--- config.mk ---
export PLATFORM = sky130hd
export DESIGN_NAME = sgb_queue
export DESIGN_NICKNAME = d
export VERILOG_FILES = /design/src/sgb_queue.sv
export SDC_FILE = /design/constraint.sdc
export NUM_CORES = 1
export LEC_CHECK = 0
export BUFFER_PORTS_ARGS = -buffer_cell sky130_fd_sc_hd__buf_4
export CAP_MARGIN = 5
export CELL_PAD_IN_SITES_DETAIL_PLACEMENT = 0
export CELL_PAD_IN_SITES_GLOBAL_PLACEMENT = 1
export CORE_ASPECT_RATIO = 1.5
export CORE_MARGIN = 3
export CORE_UTILIZATION = 47
export CTS_BUF_LIST = sky130_fd_sc_hd__clkbuf_16
export CTS_CLUSTER_SIZE = 40
export DETAILED_ROUTE_END_ITERATION = 6
export GPL_ROUTABILITY_DRIVEN = 0
export MAX_ROUTING_LAYER = met4
export PLACE_DENSITY_LB_ADDON = 0.1
export SLEW_MARGIN = 20
export SYNTH_ARGS = -nofsm -noshare
export SYNTH_HDL_FRONTEND = slang
export SYNTH_SLANG_ARGS = --single-unit
--- constraint.sdc ---
create_clock -name clk -period 2.7 [get_ports clk]
set_input_delay 0 -clock clk [delete_from_list [all_inputs] [get_ports clk]]
set_output_delay 0 -clock clk [all_outputs]
set_load 0.02 [all_outputs]
--- src/sgb_queue.sv ---
`timescale 1ns / 1ps
`default_nettype none
// ----------------------------------------------------------------------------
// sgb_queue: short FIFO between the front and back parts
// Register based, one push (while not full) and one pop (while not empty) per cycle.
// ----------------------------------------------------------------------------
module sgb_queue #(
  parameter int W     = 8,
  parameter int DEPTH = 4
) (
  input  wire logic         clk,
  input  wire logic         rst_n,
  input  wire logic         push,
  input  wire logic [W-1:0] push_data,
  output logic              not_full,
  input  wire logic         pop,
  output logic              not_empty,
  output logic [W-1:0]      pop_data
);
  localparam int PW = $clog2(DEPTH);
  localparam int CW = $clog2(DEPTH + 1);

  logic [W-1:0]  mem_r [DEPTH];
  logic [PW-1:0] wp_r, rp_r;
  logic [CW-1:0] cnt_r;
  logic          do_push, do_pop;

  assign not_full  = cnt_r != CW'(DEPTH);
  assign not_empty = cnt_r != '0;
  assign do_push   = push && not_full;
  assign do_pop    = pop && not_empty;
  assign pop_data  = mem_r[rp_r];

  always_ff @(posedge clk) begin
    if (do_push) begin
      mem_r[wp_r] <= push_data;
    end
  end

  always_ff @(posedge clk) begin
    if (!rst_n) begin
      wp_r  <= '0;
      rp_r  <= '0;
      cnt_r <= '0;
    end else begin
      if (do_push) begin
        wp_r <= (wp_r == PW'(DEPTH - 1)) ? '0 : wp_r + 1'b1;
      end
      if (do_pop) begin
        rp_r <= (rp_r == PW'(DEPTH - 1)) ? '0 : rp_r + 1'b1;
      end
      case ({do_push, do_pop})
        2'b10:   cnt_r <= cnt_r + 1'b1;
        2'b01:   cnt_r <= cnt_r - 1'b1;
        default: cnt_r <= cnt_r;
      endcase
    end
  end

  a_cnt_bound: assert property (@(posedge clk) disable iff (!rst_n)
    cnt_r <= CW'(DEPTH)) else $error("queue count overflow");
  a_cnt_step: assert property (@(posedge clk) disable iff (!rst_n)
    do_push && !do_pop |=> cnt_r == $past(cnt_r) + 1'b1)
    else $error("queue count not advanced on push");

endmodule
`default_nettype wire

==> summary.md, run 1 <==
| Metric | Value |
|---|---|
| Mapped Area | 1650 µm² |
| Seq/Total Area, Yosys | 0.690 |
| Num CTS Buffers | 5 |
| Initial DRC count | 23 |
| Crit Path Max Fanout | 7 |
| Mapped Avg Cell Area | 16.9 µm² |
| Max Slew Vio Count | 0 |
| Worst-margin pin slew | 609 ps |
| Outcome | finished clean |
| H-tree levels | 2 |
| Final hold viol count | 0 |
| Hold slack | 23.7 ps |
| P&R area growth vs syn | 24.3% |
| Largest net degree at the start of global routing | 13 |
| Row cnt | 25 |
| Critical path launch point type | flip-flop |
| Static Leak | 0.764 nW |
| Share of cells above drive strength 1 | 0.313 |
| Final setup TNS | 0 ps |
| Core box area | 3250 µm² |
| CTS-repair resized insts | 0 |
| Via density | 5.12 |
| MaxCap Viol Count | 0 |
| Clk_lat worst skew | 270 ps |
| Total Routed Length | 2.57 mm |
| Seq cells post-synth | 41 |
| Clock root buffer | clkbuf_16 |
| Clock sink count | 41 |
| Setup crit end kind | flip-flop |
| Post-DP HPWL | 1.84 mm |
| Min-delay worst type | input port to flip-flop |
| Minimum clock period | 2550 ps |
| Area of the multi-input gates | 463 µm² |
| Antenna viol nets, final | 0 |
| Syn Nets | 117 |
| Syn Inst Count | 98 |
| Initial antenna violation count | 0 |
| DRT Pass-1 Iters | 4 |
| Worst Setup Path Type | flip-flop to flip-flop |
| ANT cells | 0 |
| CP arrival | 2740 ps |
| Wire per inst | 15.1 µm |
| Die H | 78.7 µm |
| Port Buffers | 21 |
| DRC | 0 |
| Max clock buf depth | 2 |
| CTS hold repair buffers | 8 |
| Max Freq | 0.393 GHz |
| GRT Total Usage | 0.153 |
| Grt ovf | 0 |
| Final Setup Violations | 0 |
| Reg area | 1140 µm² |
| Die Wd | 54.4 µm |
| Clock Skews | 2.10 ps |
| Vias | 876 |
| IO Pins | 22 |
| Die ar. | 4280 µm² |
| FILL cells | 256 |
| PD cells | 932 nW/µm² |
| Post-CTS Setup Inserts | 0 |
| CTS tree | done |
| Critical path required time | 2900 ps |
| Nets | 149 |
| First-pass GRT wire length | 4.30 mm |
| Initial core utilization | 0.508 |
| Unrepaired setup endpoints after global routing | no |
| Tcrit/Tclk final | 0.943 |
| Synth warnings | 0 |
| Count of cell types in the netlist | 27 |
| Relative slew slack | 0.590 |
| Worst vdd ir | 0.705 mV |
| Vias in the first global route | 912 |
| Clock-pin slew on the worst setup and hold paths | 50 ps |
-- path summary, 6_finish.rpt --
kind         slack, ps                     to  depth (start not counted)                   from
max reg2reg        150  cnt_r[2]$_SDFFE_PN0P_                          9  cnt_r[2]$_SDFFE_PN0P_
min                 20   wp_r[0]$_SDFFE_PN0P_                          3                   push
min reg2reg        510   wp_r[1]$_SDFFE_PN0P_                          2   wp_r[1]$_SDFFE_PN0P_
max                150  cnt_r[2]$_SDFFE_PN0P_                          9  cnt_r[2]$_SDFFE_PN0P_
-- cell usage after synthesis, drive strengths merged --
cell type,n,area (µm²)
or3b,1,8.76
and2,3,21.3
xor2,1,8.76
mux2i,1,10.0
a21boi,1,7.51
inv,7,26.3
fa,1,20.0
ha,6,75.1
and3,4,28.8
nand4,1,6.26
nand2,6,22.5
o31ai,1,7.51
mux4,8,180
nor2,2,7.51
nand3,2,10.0
buf,3,20.0
or3,2,15.0
xnor2,1,8.76
clkbuf,1,3.75
dfxtp,9,180
edfxtp,32,961
o21ai,5,25.0
-- metrics by stage --
step	worst slack, ps	instance area (µm²)	cells	power [mW]	util
4_1_cts	157	2060	171	1.94	0.632
6_report	153	2060	171	1.92	0.632
3_5_place_dp	185	1840	155	1.38	0.565
5_1_grt	25.7	2060	171	2.03	0.632
2_1_floorplan	337	1650	98	1.21	-
3_3_place_gp	306	1840	155	1.37	0.565
-- final cells by class --
type | instances | share of cell area
Inverter | 7 | 0.0128
Clock inverter | 3 | 0.00609
Sequential cell | 41 | 0.555
Clock buffer | 5 | 0.0609
Multi-Input combinational cell | 46 | 0.225
Tap cell | 40 | 0.0243
Timing Repair Buffer | 29 | 0.116
-- worst max-delay path, cell delays in order, from the launching register on --
cell	delay (ps)
dfxtp_1	370
or3b_1	470
and2_4	210
inv_1	50
ha_1	170
inv_1	60
fa_1	380
xor2_1	160
or3_2	420
a21boi_1	180
-- per-layer routing --
metal  GRT usage  up-vias  routed length (µm)
met2       0.246       23                1410
met1       0.162      420                1010
met3      0.0531        5                 115
li1            -      428                   -
met5           -        -                   0
met4      0.0748        0                  47
-- logic make-up (layout without fill, tap and decap cells) --
group / count (synthesis) / in the layout / share of synthesized area
flops: 41 / 41 / 0.690
mux: 9 / 9 / 0.115
compound gates: 7 / 7 / 0.0242
fa+ha+maj: 7 / 7 / 0.0575
xor+xnor: 2 / 2 / 0.0106
simple gates: 21 / 21 / 0.0726
buf+inv: 11 / 44 / 0.0303
-- cells in the final DEF, fill, tap and decap left out --
cell and instances:
edfxtp_1 32, buf_4 21, dfxtp_1 9, mux4_2 8, dlygate4sd3_1 8, inv_1 7, nand2_1 6, ha_1 6
clkbuf_16 5, o21ai_0 4, and3_2 3, or3_2 2, and2_1 2, nor2_1 2, nand3_1 2, clkinv_1 2
o31ai_1 1, or3b_1 1, and2_4 1, and3_1 1, xnor2_1 1, nand4_1 1, o21ai_1 1, mux2i_1 1
xor2_1 1, a21boi_1 1, fa_1 1, clkinv_2 1
-- flip-flops by register name (all words and copies together), names as in the netlist, named ones only --
name and cells:
mem_r 32, cnt_r 3, rp_r 2, wp_r 2
-- report_power, final --
| group | total, mW | internal (mW) | leakage, nW | switching [mW] |
|---|---|---|---|---|
| combinational | 0.525 | 0.269 | 0.328 | 0.255 |
| clock | 0.543 | 0.333 | 0.0687 | 0.210 |
| sequential | 0.848 | 0.773 | 0.367 | 0.0756 |
No activity file was read; power rests on OpenSTA's default activity.
==> run 2, diff against run 1 <==
--- a/config.mk
+++ b/config.mk
@@ -11,7 +11,7 @@
 export CELL_PAD_IN_SITES_GLOBAL_PLACEMENT = 1
 export CORE_ASPECT_RATIO = 1.5
 export CORE_MARGIN = 3
-export CORE_UTILIZATION = 47
+export CORE_UTILIZATION = 35
 export CTS_BUF_LIST = sky130_fd_sc_hd__clkbuf_16
 export CTS_CLUSTER_SIZE = 40
 export DETAILED_ROUTE_END_ITERATION = 6
==> run 2 against run 1 <==
Global-route usage decreased by 3.8 points. Wire length is 9.4% higher. Worst setup slack better by 87 ps. Die area grew 31%. Worst hold slack better by 7.3 ps. Combinational power about the same. Clock power is 20% higher. Register-to-register slack better by 90 ps. Critical path type unchanged. Critical endpoint unchanged.
==> summary.md, run 2 (synthesis results as in run 1) <==
| Metric | Value |
|---|---|
| Outcome | finished clean |
| ANT cells | 0 |
| IO Pins | 22 |
| Commonest non-fill, non-tap cell in the layout | edfxtp_1 |
| Clock sink count | 41 |
| Clock Skews | 3.63 ps |
| DRT Pass-1 Iters | 4 |
| Static Leak | 0.778 nW |
| Min-delay worst type | input port to flip-flop |
| Via density | 4.61 |
| Row cnt | 30 |
| Pwr Total | 2.03 mW |
| CP max stage delay | 460 ps |
| Most frequent cells in the layout | edfxtp_1, buf_4, dfxtp_1 |
| Max clock buf depth | 2 |
| Max Freq | 0.407 GHz |
| PD cells | 960 nW/µm² |
| Post-CTS Setup Inserts | 0 |
| CP cell instances | or3b_1 -> and2_4 -> inv_1 -> ha_1 -> inv_1 -> fa_1 -> xor2_1 -> or3_2 -> a21boi_1 |
| Initial core utilization | 0.364 |
| Setup crit end kind | flip-flop |
| Share of cells above drive strength 1 | 0.313 |
| Register bank with the most flops | mem_r |
| Worst Setup Path Type | flip-flop to flip-flop |
| Max FFs per register | 32 |
| Final hold viol count | 0 |
| Total Routed Length | 2.82 mm |
| Unrepaired setup endpoints after global routing | no |
| Delay-heaviest family, CP | simple AND/OR/NAND/NOR gates |
| Max Slew Vio Count | 0 |
| Final setup TNS | 0 ps |
| Wire per inst | 14.4 µm |
| Post-DP HPWL | 1.97 mm |
| Worst-margin pin slew | 581 ps |
| CP arrival | 2670 ps |
| Grt ovf | 0 |
| Clk_lat worst skew | 280 ps |
| GRT Total Usage | 0.115 |
| Slowest CP cell | or3b_1 |
| Worst vdd ir | 0.520 mV |
| Critical path required time | 2910 ps |
| First-pass GRT wire length | 4.73 mm |
| Clock-pin slew on the worst setup and hold paths | 60 ps |
| H-tree levels | 2 |
| Die ar. | 5600 µm² |
| Vias in the first global route | 973 |
| Crit Path Max Fanout | 7 |
| MaxCap Viol Count | 0 |
| P&R area growth vs syn | 27.6% |
| DRC | 0 |
| Die Wd | 62.1 µm |
| Initial antenna violation count | 0 |
| Nets | 149 |
| CTS tree | done |
| Vias | 898 |
| Relative slew slack | 0.610 |
| Initial DRC count | 7 |
| Final Setup Violations | 0 |
| Crit-path most repeated cell | inv_1 |
| Minimum clock period | 2460 ps |
| Num CTS Buffers | 5 |
| Biggest regs | mem_r x32, cnt_r x3 |
| Clock root buffer | clkbuf_16 |
| Port Buffers | 21 |
| Buffers plus inverters on the worst setup path | 2 |
| Core Util, Final | 0.465 |
| Tcrit/Tclk final | 0.911 |
| Core box area | 4540 µm² |
| Largest net degree at the start of global routing | 13 |
| Antenna viol nets, final | 0 |
| Die H | 90.2 µm |
| Critical path launch point type | flip-flop |
[run 2: changes by cell type in the layout (fill, tap and decap cells not counted), sizes merged]
cell	delta
inv	+1
clkinv	-2
bufinv	+1
[run 2: worst paths after layout]
kind                                       startpoint                    end  slack (ps)  cells after the start
worst max-delay path            cnt_r[2]$_SDFFE_PN0P_  cnt_r[2]$_SDFFE_PN0P_         240                      9
worst min-delay path                            rst_n  cnt_r[0]$_SDFFE_PN0P_          30                      2
worst max register to register  cnt_r[2]$_SDFFE_PN0P_  cnt_r[2]$_SDFFE_PN0P_         240                      9
worst min register to register   wp_r[1]$_SDFFE_PN0P_   wp_r[1]$_SDFFE_PN0P_         510                      2
[run 2: area by class of cell]
type,instances,area [µm²]
tap,64,80.1
clock inverter,3,37.5
fill,403,2430
multi-input combinational,46,463
inverter,7,26.3
sequential,41,1140
clock buffer,5,125
timing repair buffer,29,238
[run 2: repair_timing]
item / in CTS / in global routing
resized for setup: 0 / 0
endpoints found under the hold margin: 32 / 0
hold buffers: 8 / 0
setup endpoints to repair: 0 / 0
[run 2: worst register-to-register path, delay by kind of cell (launching register included)]
family                   cells  cell delay, ps
AND/OR/NAND/NOR              3            1070
adder cells (fa/ha/maj)      2             540
flip-flops                   1             370
XOR/XNOR                     1             160
AO/OA/AOI/OAI                1             140
buffers and inverters        2             110
[run 2: through the flow]
step | cell area, µm² | setup WS (ps) | hold WS, ps | std cells
final | 2110 | 240 | 31.0 | 195
after global routing | 2110 | 92.2 | 47.5 | 195
after floorplan | 1650 | 337 | 98.9 | 98
after CTS | 2110 | 231 | 22.8 | 195
after detailed placement | 1870 | 244 | 206 | 179
after global placement | 1870 | 304 | 200 | 179
[run 2: metal layers]
layer | GRT usage | vias to the layer above | wire, µm
met5 | - | - | 0
met1 | 0.122 | 446 | 1080
met2 | 0.198 | 19 | 1560
met4 | 0.0498 | 0 | 64
li1 | - | 428 | -
met3 | 0.0350 | 5 | 104
[run 2: power breakdown]
group	leakage (nW)	switching [mW]	internal, mW
Clock	0.0826	0.222	0.429
Combinational	0.328	0.256	0.270
Sequential	0.367	0.0767	0.772
Total	0.778	0.555	1.47
==> run 3, diff against run 2 <==
--- a/config.mk
+++ b/config.mk
@@ -7,7 +7,7 @@
 export LEC_CHECK = 0
 export BUFFER_PORTS_ARGS = -buffer_cell sky130_fd_sc_hd__buf_4
 export CAP_MARGIN = 5
-export CELL_PAD_IN_SITES_DETAIL_PLACEMENT = 0
+export CELL_PAD_IN_SITES_DETAIL_PLACEMENT = 1
 export CELL_PAD_IN_SITES_GLOBAL_PLACEMENT = 1
 export CORE_ASPECT_RATIO = 1.5
 export CORE_MARGIN = 3
==> run 3 against run 2 <==
Total power is 4.5% lower. First-iteration DRC count grew to 4.6 times the previous value. Maximum frequency down 0.90%. Register-to-register slack worse by 20 ps. Cell area fell by 1.1%. Count of clock-buffer cells in the layout unchanged. Worst hold slack worse by 0.84 ps. Largest cell class unchanged. Wire length up 4.4%.
==> summary.md, run 3 (synthesis results as in run 1) <==
| Metric | Value |
|---|---|
| Outcome | finished clean |
| Delay-heaviest family, CP | simple AND/OR/NAND/NOR gates |
| CP max stage delay | 470 ps |
| Tcrit/Tclk final | 0.919 |
| Max Slew Vio Count | 0 |
| Initial antenna violation count | 0 |
| ANT cells | 0 |
| Port Buffers | 21 |
| CTS tree | done |
| Post-DP HPWL | 2.09 mm |
| Clk_lat worst skew | 280 ps |
| Max clock buf depth | 2 |
| Minimum clock period | 2480 ps |
| Row cnt | 30 |
| DRC | 0 |
| Nets | 149 |
| Most frequent cells in the layout | edfxtp_1, buf_4, dfxtp_1 |
| H-tree levels | 2 |
| Max FFs per register | 32 |
| Min-delay worst type | input port to flip-flop |
| Post-CTS Setup Inserts | 0 |
| Commonest non-fill, non-tap cell in the layout | edfxtp_1 |
| Register bank with the most flops | mem_r |
| Clock Skews | 5.98 ps |
| Critical path required time | 2900 ps |
| GRT Total Usage | 0.121 |
| Core box area | 4540 µm² |
| IO Pins | 22 |
| Worst vdd ir | 0.532 mV |
| Crit-path most repeated cell | inv_1 |
| FILL cells | 455 |
| PD cells | 927 nW/µm² |
| DRT Pass-1 Iters | 2 |
| Final hold viol count | 0 |
| Critical path launch point type | flip-flop |
| Num CTS Buffers | 5 |
| Clock root buffer | clkbuf_16 |
| Static Leak | 0.770 nW |
| Clock-pin slew on the worst setup and hold paths | 60 ps |
| MaxCap Viol Count | 0 |
| Crit Path Max Fanout | 7 |
| Initial core utilization | 0.364 |
| Die H | 90.2 µm |
| Clock sink count | 41 |
| Initial DRC count | 32 |
| Core Util, Final | 0.460 |
| Total Routed Length | 2.94 mm |
| Worst-margin pin slew | 608 ps |
| Vias in the first global route | 1023 |
| Largest net degree at the start of global routing | 13 |
| Die Wd | 62.1 µm |
| Wire per inst | 15.1 µm |
| P&R area growth vs syn | 26.2% |
| Max Freq | 0.403 GHz |
| CP arrival | 2690 ps |
| Die ar. | 5600 µm² |
| Share of cells above drive strength 1 | 0.321 |
| Slowest CP cell | or3b_1 |
| Final Setup Violations | 0 |
| Final setup TNS | 0 ps |
| Vias | 891 |
| Worst Setup Path Type | flip-flop to flip-flop |
| Setup crit end kind | flip-flop |
| R2R Setup Slk | 220 ps |
| Unrepaired setup endpoints after global routing | no |
| Biggest regs | mem_r x32, cnt_r x3 |
| Buffers plus inverters on the worst setup path | 2 |
| CP cell instances | or3b_1 -> and2_4 -> inv_1 -> ha_1 -> inv_1 -> fa_1 -> xor2_1 -> or3_2 -> a21boi_1 |
| Antenna viol nets, final | 0 |
| Grt ovf | 0 |
| First-pass GRT wire length | 5.01 mm |
| Relative slew slack | 0.591 |
| Via density | 4.57 |
run 3: worst reg2reg max path: stages, from the launching register on:
cell and delay, ps:
dfxtp_1 370, or3b_1 470, and2_4 220, inv_1 50, ha_1 170, inv_1 60
fa_1 370, xor2_1 160, or3_2 400, a21boi_1 150
run 3: repair_timing:
action | in CTS | in global routing
setup endpoints to repair | 0 | 0
resized for setup | 0 | 0
hold buffers | 8 | 0
endpoints found under the hold margin | 32 | 0
run 3: per-stage QoR:
| step | hold slack, ps | std cells | worst slack, ps | cell area, µm² | total power [mW] |
|---|---|---|---|---|---|
| global placement | 200 | 179 | 304 | 1870 | 1.39 |
| detailed placement | 208 | 179 | 224 | 1870 | 1.40 |
| global route | 39.9 | 195 | 55.1 | 2090 | 2.05 |
| finish | 30.2 | 195 | 218 | 2090 | 1.94 |
| floorplan | 98.9 | 98 | 337 | 1650 | 1.21 |
| CTS | 30.4 | 195 | 211 | 2090 | 1.97 |
run 3: worst paths after layout:
kind	start	to	cells past startpoint
setup / recovery	cnt_r[2]$_SDFFE_PN0P_	cnt_r[2]$_SDFFE_PN0P_	9
hold / removal	rst_n	cnt_r[0]$_SDFFE_PN0P_	2
setup reg to reg	cnt_r[2]$_SDFFE_PN0P_	cnt_r[2]$_SDFFE_PN0P_	9
hold reg to reg	wp_r[1]$_SDFFE_PN0P_	wp_r[1]$_SDFFE_PN0P_	2
run 3: cell type report:
| class | instances | area [µm²] | area share |
|---|---|---|---|
| clock inverters | 3 | 13.8 | 0.00659 |
| inverters | 7 | 26.3 | 0.0126 |
| multi-input cells | 46 | 463 | 0.222 |
| clock buffers | 5 | 125 | 0.0600 |
| flip-flops and latches | 41 | 1140 | 0.547 |
| well taps | 64 | 80.1 | 0.0384 |
| repair buffers | 29 | 238 | 0.114 |
run 3: power by group:
part           switching [mW]  internal (mW)
combinational           0.260          0.270
clock                   0.220          0.335
sequential             0.0780          0.772
run 3: metal layers:
| layer | global-route usage | wire [µm] |
|---|---|---|
| met4 | 0.0498 | 53 |
| met5 | - | 0 |
| met1 | 0.123 | 1110 |
| met3 | 0.0313 | 90 |
| met2 | 0.217 | 1690 |
